File: config.mk
export PLATFORM = sky130hd
export DESIGN_NAME = login_failure_rate_limiter
export DESIGN_NICKNAME = d
export VERILOG_FILES = /design/src/hdl/lfrl_pkg.sv /design/src/hdl/lfrl_dp.sv /design/src/hdl/lfrl_ctrl.sv /design/src/hdl/login_failure_rate_limiter.sv
export SDC_FILE = /design/constraint.sdc
export NUM_CORES = 1
export LEC_CHECK = 0
export ABC_CLOCK_PERIOD_IN_PS = 14600
export BUFFER_PORTS_ARGS = -buffer_cell sky130_fd_sc_hd__buf_2
export CAP_MARGIN = 10
export CORE_ASPECT_RATIO = 1.25
export CORE_MARGIN = 1
export CORE_UTILIZATION = 30
export CTS_CLUSTER_DIAMETER = 30
export DETAILED_ROUTE_END_ITERATION = 8
export PLACE_DENSITY = 0.41
export SYNTH_ARGS = -nofsm -noshare
export SYNTH_HDL_FRONTEND = slang
export SYNTH_SLANG_ARGS = --single-unit
File: constraint.sdc
create_clock -name clk -period 14.6 [get_ports clk]
set_input_delay 1.46 -clock clk [delete_from_list [all_inputs] [get_ports clk]]
set_output_delay 1.46 -clock clk [all_outputs]
set_load 0.02 [all_outputs]
File: src/hdl/lfrl_pkg.sv
// shared types and constants of the login failure rate limiter
`timescale 1ns / 1ps
`default_nettype none

package lfrl_pkg;

	// result status codes
	localparam logic [1:0] ST_GRANTED = 2'd0;
	localparam logic [1:0] ST_FAILED  = 2'd1;
	localparam logic [1:0] ST_LIMITED = 2'd2;
	localparam logic [1:0] ST_QUERY   = 2'd3;

	// function codes of an input item
	localparam logic FUNC_LOGIN = 1'b0;
	localparam logic FUNC_QUERY = 1'b1;

	// configuration register indexes
	localparam logic CFG_FAILURE_LIMIT  = 1'b0;
	localparam logic CFG_WINDOW_SECONDS = 1'b1;

	localparam int unsigned CFG_DATA_W = 16;

	localparam logic [7:0]  RESET_FAILURE_LIMIT  = 8'd5;
	localparam logic [15:0] RESET_WINDOW_SECONDS = 16'd60;

	localparam logic [7:0] COUNT_MAX = 8'hFF;

	typedef struct packed {
		logic        func;
		logic [31:0] client;
		logic [31:0] now_seconds;
		logic        auth_ok;
	} in_t;

	typedef struct packed {
		logic [1:0]  status;
		logic [15:0] retry_secs;
		logic [7:0]  failures_now;
	} out_t;

	typedef enum logic [1:0] {
		RES_QUERY,
		RES_LIMIT,
		RES_GRANT,
		RES_FAIL
	} res_kind_t;

	// controller to datapath
	typedef struct packed {
		logic      cap_in;
		logic      fetch;
		logic      delta;
		logic      wipe;
		logic      bump;
		logic      res_set;
		res_kind_t res_kind;
		logic      alloc_free;
		logic      scan_init;
		logic      scan_step;
		logic      victim_write;
		logic      load_out;
	} cmd_t;

	// datapath to controller
	typedef struct packed {
		logic query;
		logic hit;
		logic limited;
		logic expired;
		logic auth_ok;
		logic free_any;
		logic scan_last;
		logic out_busy;
	} sts_t;

endpackage

`default_nettype wire

File: src/hdl/lfrl_dp.sv
// datapath of the rate limiter: client table, time arithmetic and result register
`timescale 1ns / 1ps
`default_nettype none

module lfrl_dp #(
	parameter int unsigned TRACKED_CLIENTS = 8
) (
	input  wire logic                          clk,
	input  wire logic                          arst_n,
	input  wire lfrl_pkg::in_t                 in_data,
	input  wire logic                          cfg_we,
	input  wire logic                          cfg_index,
	input  wire logic [lfrl_pkg::CFG_DATA_W-1:0] cfg_data,
	input  wire lfrl_pkg::cmd_t                cmd,
	output lfrl_pkg::sts_t                     sts,
	output logic                               out_valid,
	input  wire logic                          out_stall,
	output lfrl_pkg::out_t                     out_data
);

	localparam int unsigned IDX_W = (TRACKED_CLIENTS > 1) ? $clog2(TRACKED_CLIENTS) : 1;

	logic [31:0] client_q [TRACKED_CLIENTS];
	logic [7:0]  count_q  [TRACKED_CLIENTS];
	logic [31:0] time_q   [TRACKED_CLIENTS];

	logic [7:0]  limit_q;
	logic [15:0] window_q;

	logic        func_q;
	logic [31:0] who_q;
	logic [31:0] now_q;
	logic        ok_q;

	logic             hit_q;
	logic [IDX_W-1:0] idx_q;
	logic [7:0]       cnt_q;
	logic [31:0]      tim_q;
	logic [33:0]      delta_q;

	logic [IDX_W-1:0] scan_q;
	logic [IDX_W-1:0] old_idx_q;
	logic [31:0]      old_time_q;

	logic [1:0]  res_status_q;
	logic [15:0] res_retry_q;
	logic [7:0]  res_fail_q;

	logic          out_valid_q;
	lfrl_pkg::out_t out_q;

	logic [TRACKED_CLIENTS-1:0] match_vec;
	logic [TRACKED_CLIENTS-1:0] free_vec;
	logic [IDX_W-1:0]           match_idx;
	logic [IDX_W-1:0]           free_idx;

	logic        limited;
	logic        expired;
	logic [33:0] retry_full;
	logic [15:0] retry_val;
	logic [7:0]  bump_cnt;
	logic [7:0]  new_cnt;

	logic             wr_en;
	logic [IDX_W-1:0] wr_idx;
	logic [7:0]       wr_cnt;
	logic             wr_fresh;

	// per entry compare and free flags, then lowest index wins
	always_comb begin
		match_idx = '0;
		free_idx  = '0;
		for (int i = 0; i < TRACKED_CLIENTS; i++) begin
			match_vec[i] = (count_q[i] != 8'd0) && (client_q[i] == who_q);
			free_vec[i]  = (count_q[i] == 8'd0);
		end
		for (int i = TRACKED_CLIENTS - 1; i >= 0; i--) begin
			if (match_vec[i]) begin
				match_idx = IDX_W'(i);
			end
			if (free_vec[i]) begin
				free_idx = IDX_W'(i);
			end
		end
	end

	// delta_q is a signed 34-bit difference, the window is zero-extended and never negative
	always_comb begin
		expired    = $signed(delta_q) >= $signed({18'd0, window_q});
		limited    = hit_q && (cnt_q >= limit_q) && !expired;
		retry_full = {18'd0, window_q} - delta_q;
		if (!limited) begin
			retry_val = 16'd0;
		end else if (|retry_full[33:16]) begin
			retry_val = 16'hFFFF;
		end else begin
			retry_val = retry_full[15:0];
		end
		bump_cnt = (cnt_q == lfrl_pkg::COUNT_MAX) ? lfrl_pkg::COUNT_MAX : cnt_q + 8'd1;
		new_cnt  = cmd.bump ? bump_cnt : 8'd1;
	end

	always_comb begin
		sts.query     = (func_q == lfrl_pkg::FUNC_QUERY);
		sts.hit       = hit_q;
		sts.limited   = limited;
		sts.expired   = expired;
		sts.auth_ok   = ok_q;
		sts.free_any  = |free_vec;
		sts.scan_last = (scan_q == IDX_W'(TRACKED_CLIENTS - 1));
		sts.out_busy  = out_valid_q && out_stall;
	end

	// one table write port
	always_comb begin
		wr_en    = 1'b0;
		wr_idx   = idx_q;
		wr_cnt   = 8'd0;
		wr_fresh = 1'b0;
		if (cmd.wipe) begin
			wr_en = 1'b1;
		end else if (cmd.bump) begin
			wr_en  = 1'b1;
			wr_cnt = bump_cnt;
		end else if (cmd.alloc_free) begin
			wr_en    = 1'b1;
			wr_idx   = free_idx;
			wr_cnt   = 8'd1;
			wr_fresh = 1'b1;
		end else if (cmd.victim_write) begin
			wr_en    = 1'b1;
			wr_idx   = old_idx_q;
			wr_cnt   = 8'd1;
			wr_fresh = 1'b1;
		end
	end

	always_ff @(posedge clk or negedge arst_n) begin
		if (!arst_n) begin
			for (int i = 0; i < TRACKED_CLIENTS; i++) begin
				count_q[i] <= 8'd0;
			end
		end else if (wr_en) begin
			count_q[wr_idx] <= wr_cnt;
		end
	end

	always_ff @(posedge clk) begin
		if (wr_en && !cmd.wipe) begin
			time_q[wr_idx] <= now_q;
			if (wr_fresh) begin
				client_q[wr_idx] <= who_q;
			end
		end
	end

	always_ff @(posedge clk or negedge arst_n) begin
		if (!arst_n) begin
			limit_q  <= lfrl_pkg::RESET_FAILURE_LIMIT;
			window_q <= lfrl_pkg::RESET_WINDOW_SECONDS;
		end else if (cfg_we) begin
			unique case (cfg_index)
				lfrl_pkg::CFG_FAILURE_LIMIT: begin
					limit_q <= cfg_data[7:0];
				end
				lfrl_pkg::CFG_WINDOW_SECONDS: begin
					window_q <= cfg_data;
				end
				default: begin
					limit_q <= limit_q;
				end
			endcase
		end
	end

	// item fields and working values
	always_ff @(posedge clk) begin
		if (cmd.cap_in) begin
			func_q <= in_data.func;
			who_q  <= in_data.client;
			now_q  <= in_data.now_seconds;
			ok_q   <= in_data.auth_ok;
		end
		if (cmd.fetch) begin
			hit_q <= |match_vec;
			idx_q <= match_idx;
			cnt_q <= (|match_vec) ? count_q[match_idx] : 8'd0;
			tim_q <= time_q[match_idx];
		end
		if (cmd.delta) begin
			delta_q <= {2'b00, now_q} - {2'b00, tim_q};
		end
		// oldest entry search, strict compare keeps the lowest index on a tie
		if (cmd.scan_init) begin
			scan_q     <= '0;
			old_idx_q  <= '0;
			old_time_q <= '1;
		end else if (cmd.scan_step) begin
			if (time_q[scan_q] < old_time_q) begin
				old_idx_q  <= scan_q;
				old_time_q <= time_q[scan_q];
			end
			scan_q <= scan_q + IDX_W'(1);
		end
		if (cmd.res_set) begin
			case (cmd.res_kind)
				lfrl_pkg::RES_QUERY: begin
					res_status_q <= lfrl_pkg::ST_QUERY;
					res_retry_q  <= retry_val;
					res_fail_q   <= cnt_q;
				end
				lfrl_pkg::RES_LIMIT: begin
					res_status_q <= lfrl_pkg::ST_LIMITED;
					res_retry_q  <= retry_val;
					res_fail_q   <= cnt_q;
				end
				lfrl_pkg::RES_GRANT: begin
					res_status_q <= lfrl_pkg::ST_GRANTED;
					res_retry_q  <= 16'd0;
					res_fail_q   <= 8'd0;
				end
				default: begin
					res_status_q <= lfrl_pkg::ST_FAILED;
					res_retry_q  <= 16'd0;
					res_fail_q   <= new_cnt;
				end
			endcase
		end
		if (cmd.load_out) begin
			out_q.status       <= res_status_q;
			out_q.retry_secs   <= res_retry_q;
			out_q.failures_now <= res_fail_q;
		end
	end

	always_ff @(posedge clk or negedge arst_n) begin
		if (!arst_n) begin
			out_valid_q <= 1'b0;
		end else if (cmd.load_out) begin
			out_valid_q <= 1'b1;
		end else if (!out_stall) begin
			out_valid_q <= 1'b0;
		end
	end

	assign out_valid = out_valid_q;
	assign out_data  = out_q;

`ifndef SYNTH
	a_victim_only_when_full: assert property (@(posedge clk) disable iff (!arst_n)
		cmd.victim_write |-> !(|free_vec))
		else $error("victim entry replaced while a free entry exists");

	a_single_live_match: assert property (@(posedge clk) disable iff (!arst_n)
		cmd.fetch |-> $onehot0(match_vec))
		else $error("client holds more than one live entry");

	a_failed_has_count: assert property (@(posedge clk) disable iff (!arst_n)
		(out_valid_q && out_q.status == lfrl_pkg::ST_FAILED) |-> out_q.failures_now != 8'd0)
		else $error("failed login reported with zero failures");

	a_limited_has_wait: assert property (@(posedge clk) disable iff (!arst_n)
		(out_valid_q && out_q.status == lfrl_pkg::ST_LIMITED) |-> out_q.retry_secs != 16'd0)
		else $error("rate limited result without retry time");
`endif

endmodule

`default_nettype wire

File: src/hdl/lfrl_ctrl.sv
// controller state machine of the rate limiter
`timescale 1ns / 1ps
`default_nettype none

module lfrl_ctrl (
	input  wire logic           clk,
	input  wire logic           arst_n,
	input  wire logic           in_valid,
	output logic                in_stall,
	input  wire lfrl_pkg::sts_t sts,
	output lfrl_pkg::cmd_t      cmd
);

	typedef enum logic [2:0] {
		S_IDLE,
		S_FETCH,
		S_DELTA,
		S_DECIDE,
		S_ALLOC,
		S_SCAN,
		S_VICTIM,
		S_RESP
	} state_t;

	state_t state_q;

	always_comb begin
		cmd          = '0;
		cmd.res_kind = lfrl_pkg::RES_FAIL;
		unique case (state_q)
			S_IDLE: begin
				cmd.cap_in = in_valid && !in_stall;
			end
			S_FETCH: begin
				cmd.fetch = 1'b1;
			end
			S_DELTA: begin
				cmd.delta = 1'b1;
			end
			S_DECIDE: begin
				if (sts.query) begin
					cmd.res_set  = 1'b1;
					cmd.res_kind = lfrl_pkg::RES_QUERY;
				end else if (sts.limited) begin
					cmd.res_set  = 1'b1;
					cmd.res_kind = lfrl_pkg::RES_LIMIT;
				end else if (sts.auth_ok) begin
					// success clears the entry whether or not it ran out
					cmd.wipe     = sts.hit;
					cmd.res_set  = 1'b1;
					cmd.res_kind = lfrl_pkg::RES_GRANT;
				end else if (sts.hit && !sts.expired) begin
					cmd.bump     = 1'b1;
					cmd.res_set  = 1'b1;
					cmd.res_kind = lfrl_pkg::RES_FAIL;
				end else begin
					cmd.wipe = sts.hit;
				end
			end
			S_ALLOC: begin
				if (sts.free_any) begin
					cmd.alloc_free = 1'b1;
					cmd.res_set    = 1'b1;
					cmd.res_kind   = lfrl_pkg::RES_FAIL;
				end else begin
					cmd.scan_init = 1'b1;
				end
			end
			S_SCAN: begin
				cmd.scan_step = 1'b1;
			end
			S_VICTIM: begin
				cmd.victim_write = 1'b1;
				cmd.res_set      = 1'b1;
				cmd.res_kind     = lfrl_pkg::RES_FAIL;
			end
			S_RESP: begin
				cmd.load_out = !sts.out_busy;
			end
			default: begin
				cmd = '0;
			end
		endcase
	end

	always_ff @(posedge clk or negedge arst_n) begin
		if (!arst_n) begin
			state_q  <= S_IDLE;
			in_stall <= 1'b1;
		end else begin
			unique case (state_q)
				S_IDLE: begin
					in_stall <= 1'b0;
					if (in_valid && !in_stall) begin
						state_q  <= S_FETCH;
						in_stall <= 1'b1;
					end
				end
				S_FETCH: begin
					state_q <= S_DELTA;
				end
				S_DELTA: begin
					state_q <= S_DECIDE;
				end
				S_DECIDE: begin
					if (sts.query || sts.limited || sts.auth_ok ||
						(sts.hit && !sts.expired)) begin
						state_q <= S_RESP;
					end else begin
						state_q <= S_ALLOC;
					end
				end
				S_ALLOC: begin
					state_q <= sts.free_any ? S_RESP : S_SCAN;
				end
				S_SCAN: begin
					if (sts.scan_last) begin
						state_q <= S_VICTIM;
					end
				end
				S_VICTIM: begin
					state_q <= S_RESP;
				end
				S_RESP: begin
					if (!sts.out_busy) begin
						state_q  <= S_IDLE;
						in_stall <= 1'b0;
					end
				end
				default: begin
					state_q  <= S_IDLE;
					in_stall <= 1'b0;
				end
			endcase
		end
	end

endmodule

`default_nettype wire

File: src/hdl/login_failure_rate_limiter.sv
// top level of the per-client login failure rate limiter
// An item is either a login attempt or a retry-after query for one client, and
// each item gives exactly one result. The block handles one item at a time:
// after acceptance it goes through table lookup, elapsed time, decision and
// result load, with an allocation step added when a failure needs a new entry,
// and when the table is full a search for the oldest entry, which reads one
// entry per cycle, followed by the replacement of that entry.
// in_stall is high from acceptance until the result is loaded into the output
// register; a result waiting downstream holds the block only when the next
// result is ready. Configuration writes belong in idle periods.
`timescale 1ns / 1ps
`default_nettype none

module login_failure_rate_limiter #(
	parameter int unsigned TRACKED_CLIENTS = 8
) (
	input  wire logic                          clk,
	input  wire logic                          arst_n,
	input  wire logic                          in_valid,
	output logic                               in_stall,
	input  wire lfrl_pkg::in_t                 in_data,
	output logic                               out_valid,
	input  wire logic                          out_stall,
	output lfrl_pkg::out_t                     out_data,
	input  wire logic                          cfg_we,
	input  wire logic                          cfg_index,
	input  wire logic [lfrl_pkg::CFG_DATA_W-1:0] cfg_data
);

	lfrl_pkg::cmd_t cmd;
	lfrl_pkg::sts_t sts;

	lfrl_ctrl u_ctrl (
		.clk      (clk),
		.arst_n   (arst_n),
		.in_valid (in_valid),
		.in_stall (in_stall),
		.sts      (sts),
		.cmd      (cmd)
	);

	lfrl_dp #(
		.TRACKED_CLIENTS (TRACKED_CLIENTS)
	) u_dp (
		.clk       (clk),
		.arst_n    (arst_n),
		.in_data   (in_data),
		.cfg_we    (cfg_we),
		.cfg_index (cfg_index),
		.cfg_data  (cfg_data),
		.cmd       (cmd),
		.sts       (sts),
		.out_valid (out_valid),
		.out_stall (out_stall),
		.out_data  (out_data)
	);

endmodule

`default_nettype wire

==> impl_metrics.tcl, run 1 <==
set metrics [dict create \
    status "finished, final reports clean" \
    final_cells 4845 \
    cts.repair.resized 0 \
    cp_data_required_time_ps 15090 \
    ys_seq_area_share_pct 62.6 \
    synthAdderAreaFrac_pct 3.51 \
    yosys.area_share.simple_pct 6.37 \
    drt_drc_violations_left 0 \
    p_leak_nw 18.0 \
    insertion_delay_ps 800 \
    synth_area_mm2 0.0390 \
    gr-total-overflow 0 \
    cts.sink_count 841 \
    syn_area_per_cell_um2 14.5 \
    rows 147 \
    syn_to_final_growth_pct 26.6 \
    drtIter0Drc 1424 \
    finalHoldViolations 0 \
    post-place-cells 4461 \
    synth_flop_cell "edfxtp_1" \
    path_clk_slew_ps 50 \
    cts-htree-levels 4 \
    synth-edff-count 707 \
    track_usage_pct 17.3 \
    yosysUniqueCellTypes 82 \
    setup.worst_path.start_class "flop" \
    synth_top_family_by_area "multiplexers" \
    cts_setup_buffers 0 \
    synth_seq_cells 841 \
    yosys.area_share.xor_xnor_pct 6.77 \
    maxSlewViolCount 0 \
    wl_per_cell_um 23.2 \
    max-vdd-ir-drop_mv 0.105 \
    synthArstFlopShare_pct 11.1 \
    die_w_um 324 \
    slew_headroom_pct 19.3 \
    tightest_slew_ps 1210 \
    routabilityCongestion 0.810 \
    max_freq_mhz 186 \
    drive_above_1_share_pct 24.6 \
    critPathMaxFanout 40 \
    cts_buffers 205 \
    period_share_pct 36.9 \
    clk_path_buf_depth 3 \
    setup_viol 0 \
    hold_buffers 0 \
    portBuffers 115 \
    skew_ps 40.4 \
    antenna_found_initial 2 \
    antenna_cells 0 \
    power_density_mw_per_mm2 214 \
    gr-usage-met1_pct 20.2 \
    synthCells 2695 \
    layout_common_cells "edfxtp_1 (707), xor2_1 (253), clkbuf_16 (207)" \
    busiest_layer "met2" \
    grt_max_degree 66 \
    coreArea_mm2 0.129 \
    r2r-start "u_dp.who_q[12]" \
    layout.nets 3152 \
    synthMuxAreaShare_pct 9.60 \
    vias 23700 \
    grt_pass1_wl_um 165000 \
    synth-compound-area-share_pct 8.33 \
    dieArea_mm2 0.131 \
    via_per_inst 4.89 \
    hold_class "reg -> reg" \
    cts_tree "done" \
    root_buffer "clkbuf_16" \
    ys_warn_count 0 \
    critPathLaunch "u_dp.who_q[12]" \
    layout_commonest_cell "edfxtp_1" \
    critical_path_class "reg -> reg" \
    drt-total-wl_um 112000 \
    crit_path_end_kind "flop" \
    use_met3_pct 3.32 \
    use_met2_pct 30.4 \
    die_h_um 405 \
    drt_pass1_iterations 5 \
    post-route-min-period_ps 5390 \
    drv_cap 0 \
    worstHoldStart "u_dp.res_retry_q[2]" \
    antenna_left 0 \
    grt_pass1_vias 25400 \
    arrival_ps 5870 \
    synth_nets 2891 \
    dpl.hpwl_um 72300 \
    start_util_pct 30.3 \
    grt_setup_unrepaired "no" \
    final.setup.tns_ps 0 \
    boundaryPins 116 \
]
## final cells by class
type	instances	area, um2
flip-flops and latches	841	24400
inverters	136	510
well taps	1713	2140
clock inverters	152	2240
multi-input cells	1596	13700
repair buffers	176	1080
clock buffers	231	5300
fillers	12100	79200
## metrics by stage
step                power [mW]  setup WS [ps]  instance area, um2  hold slack, ps  util (%)
detailed placement        5.73           9160               41800             405      32.5
global placement          5.70           9250               41700             403      32.4
floorplan                 4.88           6090               39000             400         -
global route              11.0           8950               49300             419      38.4
finish                    10.5           9210               49300             407      38.4
CTS                       10.7           9180               49300             407      38.3
## Yosys cell counts, types with 16 or more instances
cell,number,area [um2]
nand3_1,23,115
a221oi_2,19,285
mux2i_1,116,1160
edfxtp_1,707,21200
a31oi_1,16,100
nor2_1,137,514
o21ai_0,49,245
xor2_1,253,2220
a21oi_1,86,430
clkbuf_1,48,180
nand4_1,29,181
xnor2_1,48,420
nor4_1,84,526
nor3_1,26,130
nand2b_1,20,125
o2bb2ai_1,89,780
nor2b_1,18,113
ha_1,106,1330
dfxtp_1,41,821
nand2_1,88,330
inv_1,136,510
mux4_2,64,1440
a21o_1,48,360
buf_2,55,275
dfrtp_1,86,2150
mux2_2,101,1140
## sequential cells by signal (all words and copies together), names as in the netlist, 2 cells and up, named ones only
signal and flops:
u_dp.tim_q 32, u_dp.cnt_q 8, u_dp.limit_q 8, u_dp.old_time_q 32, u_dp.idx_q 3, u_dp.client_q 256, u_dp.res_fail_q 8, u_dp.who_q 32
u_dp.time_q 256, u_dp.old_idx_q 3, u_ctrl.state_q 3, u_dp.res_retry_q 16, u_dp.out_data 26, u_dp.window_q 16, u_dp.delta_q 33, u_dp.res_status_q 2
u_dp.count_q 64, u_dp.now_q 32, u_dp.scan_q 3
## report_power, final
group	internal, mW	switching, mW
registers	3.16	0.280
clock network	3.41	1.49
logic	0.842	1.36
total	7.41	3.13
## cells by family after synthesis
family / Yosys count
AO/OA/AOI/OAI: 422
adder cells (fa/ha/maj): 108
flip-flops: 841
buffers and inverters: 258
AND/OR/NAND/NOR: 484
multiplexers: 281
XOR/XNOR: 301
## critical path: stages, from the launching register on
cell and delay, ps:
edfxtp_1 940, xor2_1 150, nor4_1 730, nand4_1 200, nor3_1 350, inv_1 160
a21oi_4 140, buf_4 730, nor2_2 210, nor2b_4 560, buf_4 640, a221oi_1 210
## final timing paths
path | to | slack (ps) | depth (start not counted)
max | u_dp.tim_q[8] | 9210 | 11
min | u_dp.out_data[10] | 410 | 0
max reg2reg | u_dp.tim_q[8] | 9210 | 11
min reg2reg | u_dp.out_data[10] | 410 | 0
max in group asynchronous | u_dp.count_q[16] | 12720 | 2
min in group asynchronous | u_dp.window_q[8] | 610 | 1
## per-layer routing
metal	vias to the layer above	routed length (um)
li1	10900	-
met1	12100	46000
met4	0	4070
met5	-	0
met2	546	58200
met3	213	4140
(Power assumes the default switching activity.)
==> inputs of run 2 (changes only) <==
--- a/config.mk
+++ b/config.mk
@@ -5,7 +5,8 @@
 export SDC_FILE = /design/constraint.sdc
 export NUM_CORES = 1
 export LEC_CHECK = 0
-export ABC_CLOCK_PERIOD_IN_PS = 14600
+export ABC_AREA = 1
+export ABC_CLOCK_PERIOD_IN_PS = 4900
 export BUFFER_PORTS_ARGS = -buffer_cell sky130_fd_sc_hd__buf_2
 export CAP_MARGIN = 10
 export CORE_ASPECT_RATIO = 1.25
@@ -13,7 +14,7 @@
 export CORE_UTILIZATION = 30
 export CTS_CLUSTER_DIAMETER = 30
 export DETAILED_ROUTE_END_ITERATION = 8
-export PLACE_DENSITY = 0.41
+export PLACE_DENSITY = 0.43
 export SYNTH_ARGS = -nofsm -noshare
 export SYNTH_HDL_FRONTEND = slang
 export SYNTH_SLANG_ARGS = --single-unit
==> constraint.sdc (replaced) <==
create_clock -name clk -period 4.9 [get_ports clk]
set_input_delay 0.49 -clock clk [delete_from_list [all_inputs] [get_ports clk]]
set_output_delay 0.49 -clock clk [all_outputs]
set_load 0.02 [all_outputs]
==> impl_metrics.tcl, run 2 <==
set metrics [dict create \
    yosysTopAreaCell "edfxtp_1" \
    track_usage_pct 20.1 \
    cts-htree-levels 4 \
    layout.nets 5223 \
    coreArea_mm2 0.143 \
    finalHoldViolations 0 \
    syn_area_per_cell_um2 9.31 \
    synth_nets 4870 \
    cts_tree "done" \
    path_delay_family "simple AND/OR/NAND/NOR gates" \
    critPathSlowestCell "buf_4" \
    tightest_slew_ps 1120 \
    wl_per_cell_um 20.9 \
    die_w_um 343 \
    synth.most_common_cell "nand2_1" \
    placed_area_mm2 0.0468 \
    clk_path_buf_depth 3 \
    yosys.area_share.xor_xnor_pct 5.01 \
    cp_data_required_time_ps 5440 \
    antenna_found_initial 0 \
    reg_top3 "u_dp.client_q (256), u_dp.time_q (256), u_dp.count_q (64)" \
    cts.sink_count 841 \
    cpMostUsedCell "nand2_1" \
    synthCells 4674 \
    worstHoldStart "in_valid" \
    synthArstFlopShare_pct 11.1 \
    path_clk_slew_ps 50 \
    routabilityCongestion 0.910 \
    critPathMaxStageDelay_ps 790 \
    slew_headroom_pct 25.6 \
    synth_area_mm2 0.0435 \
    fin_util_pct 38.2 \
    r2r_slack_ps 840 \
    start_util_pct 30.4 \
    rows 155 \
    skew_ps 39.7 \
    yosys.area_share.simple_pct 21.4 \
    max_freq_mhz 246 \
    post-place-cells 6615 \
    drt_drc_violations_left 16 \
    whs_endpoint "u_dp.func_q" \
    synth_top_family_by_area "simple AND/OR/NAND/NOR gates" \
    portBuffers 115 \
    final_cell_area_mm2 0.0547 \
    hold_class "in -> reg" \
    post-route-min-period_ps 4060 \
    drt-total-wl_um 148000 \
    ys_top_cells_by_count "nand2_1 (1,139), edfxtp_1 (707), inv_1 (665), nand3_1 (469), nor2_1 (267)" \
    synthAdderAreaFrac_pct 3.14 \
    grt_pass1_vias 34000 \
    die_h_um 428 \
    antenna_left 0 \
    dpl.hpwl_um 101000 \
    path_cells "buf_4 > xnor2_1 > nand2_1 > nor2_1 > nand2_1 > nor3_1 > nand4_1 > nand2_1 > nand2_1 > nand2_2 > buf_4 > nand3_1 > nand3_1 > nand2_1 > nand2_1 > nand2_1" \
    period_share_pct 82.9 \
    ys_seq_area_share_pct 56.0 \
    syn_to_final_growth_pct 25.7 \
    fin_total_pwr_mw 31.8 \
    crit_path_end_kind "flop" \
    hold_depth 3 \
    yosysUniqueCellTypes 63 \
    maxSlewViolCount 0 \
    final_cells 7100 \
    fin_ws_ps 836 \
    drv_cap 0 \
    final.setup.tns_ps 0 \
    violations "design-rule violations" \
    setup.worst_path.start_class "flop" \
    ys_warn_count 0 \
    p_leak_nw 22.9 \
    max-vdd-ir-drop_mv 0.384 \
    r2r-start "u_dp.who_q[20]" \
    setup_viol 0 \
    path_buf_inv 2 \
    synth-compound-area-share_pct 6.43 \
    synth_area_leaders "edfxtp_1 (49%), nand2_1 (9.8%), inv_1 (5.7%)" \
    cts_buffers 210 \
    synth_flop_cell "edfxtp_1" \
    synthMuxAreaShare_pct 0.0230 \
    drive_above_1_share_pct 13.0 \
    root_buffer "clkbuf_16" \
    r2r_end "u_dp.tim_q[21]" \
    synth_seq_cells 841 \
    via_per_inst 4.76 \
    critPathMaxFanout 64 \
    synth-edff-count 707 \
    gr-total-overflow 0 \
    cts.repair.resized 0 \
    power_density_mw_per_mm2 581 \
    layout_commonest_cell "nand2_1" \
    layout_common_cells "nand2_1 (1,139), edfxtp_1 (707), inv_1 (663)" \
    place_ws_ps 914 \
    synth_top_area_share_pct 48.8 \
    dieArea_mm2 0.147 \
    ff2ff_path_depth 16 \
    hold_buffers 84 \
    holdWs_ps 193 \
    arrival_ps 4600 \
    grt_max_degree 107 \
    critical_path_class "reg -> reg" \
    boundaryPins 116 \
    status "finished with violations" \
    grt_pass1_wl_um 218000 \
    vias 33800 \
    insertion_delay_ps 820 \
    grt_setup_unrepaired "no" \
    cts_setup_buffers 0 \
    drt_pass1_iterations 8 \
    drtIter0Drc 2101 \
]
[run 2: changes by cell type after synthesis, moves of 112 or more]
cell,before,now
inv_1,136,665
mux2i_1,116,1
nand2_1,88,1139
nand3_1,23,469
nor2_1,137,267
o21ai_0,49,161
xnor2_1,48,196
xor2_1,253,53
[run 2: cell families after synthesis]
logic type	Yosys count
compound gates	488
xor+xnor	249
fa+ha+maj	108
buf+inv	849
flops	841
mux	1
simple gates	2138
[run 2: routing by layer]
layer	track usage [%]	vias up	share of wire (%)
met2	35.4	877	51
li1	-	16400	-
met4	7.91	0	3.5
met3	3.19	287	4.1
met5	0	-	0
met1	24.3	16200	42
[run 2: power by group]
group | total [mW] | internal [mW] | switching, mW
Sequential | 10.0 | 9.36 | 0.684
Combinational | 8.21 | 2.46 | 5.74
Clock | 13.6 | 9.11 | 4.45
Total | 31.8 | 20.9 | 10.9
[run 2: layout make-up]
cell class | instances | area (um2)
sequential | 841 | 24400
timing repair buffer | 312 | 2540
clock inverter | 132 | 1400
clock buffer | 268 | 5650
inverter | 678 | 2550
fill | 14400 | 88600
antenna | 1 | 2.50
tap | 1884 | 2360
multi-input combinational | 2984 | 15800
[run 2: worst max-delay path by stage]
stage	startpoint	endpoint	slack, ps	cells after the start
finish	u_dp.who_q[20]	u_dp.tim_q[21]	840	16
global route	u_dp.who_q[28]	u_dp.tim_q[21]	540	19
CTS	u_dp.who_q[20]	u_dp.tim_q[21]	870	16
detailed placement	u_dp.who_q[20]	u_dp.tim_q[21]	910	16
global placement	u_dp.who_q[20]	u_dp.tim_q[21]	940	16
floorplan	u_dp.delta_q[13]	u_dp.time_q[0][0]	970	19
[run 2: worst register-to-register path: cells and delay by family (launching register included)]
| family | cells | cell delay [ps] |
|---|---|---|
| xor+xnor | 1 | 450 |
| flops | 1 | 570 |
| simple gates | 13 | 1710 |
| buf+inv | 2 | 1060 |
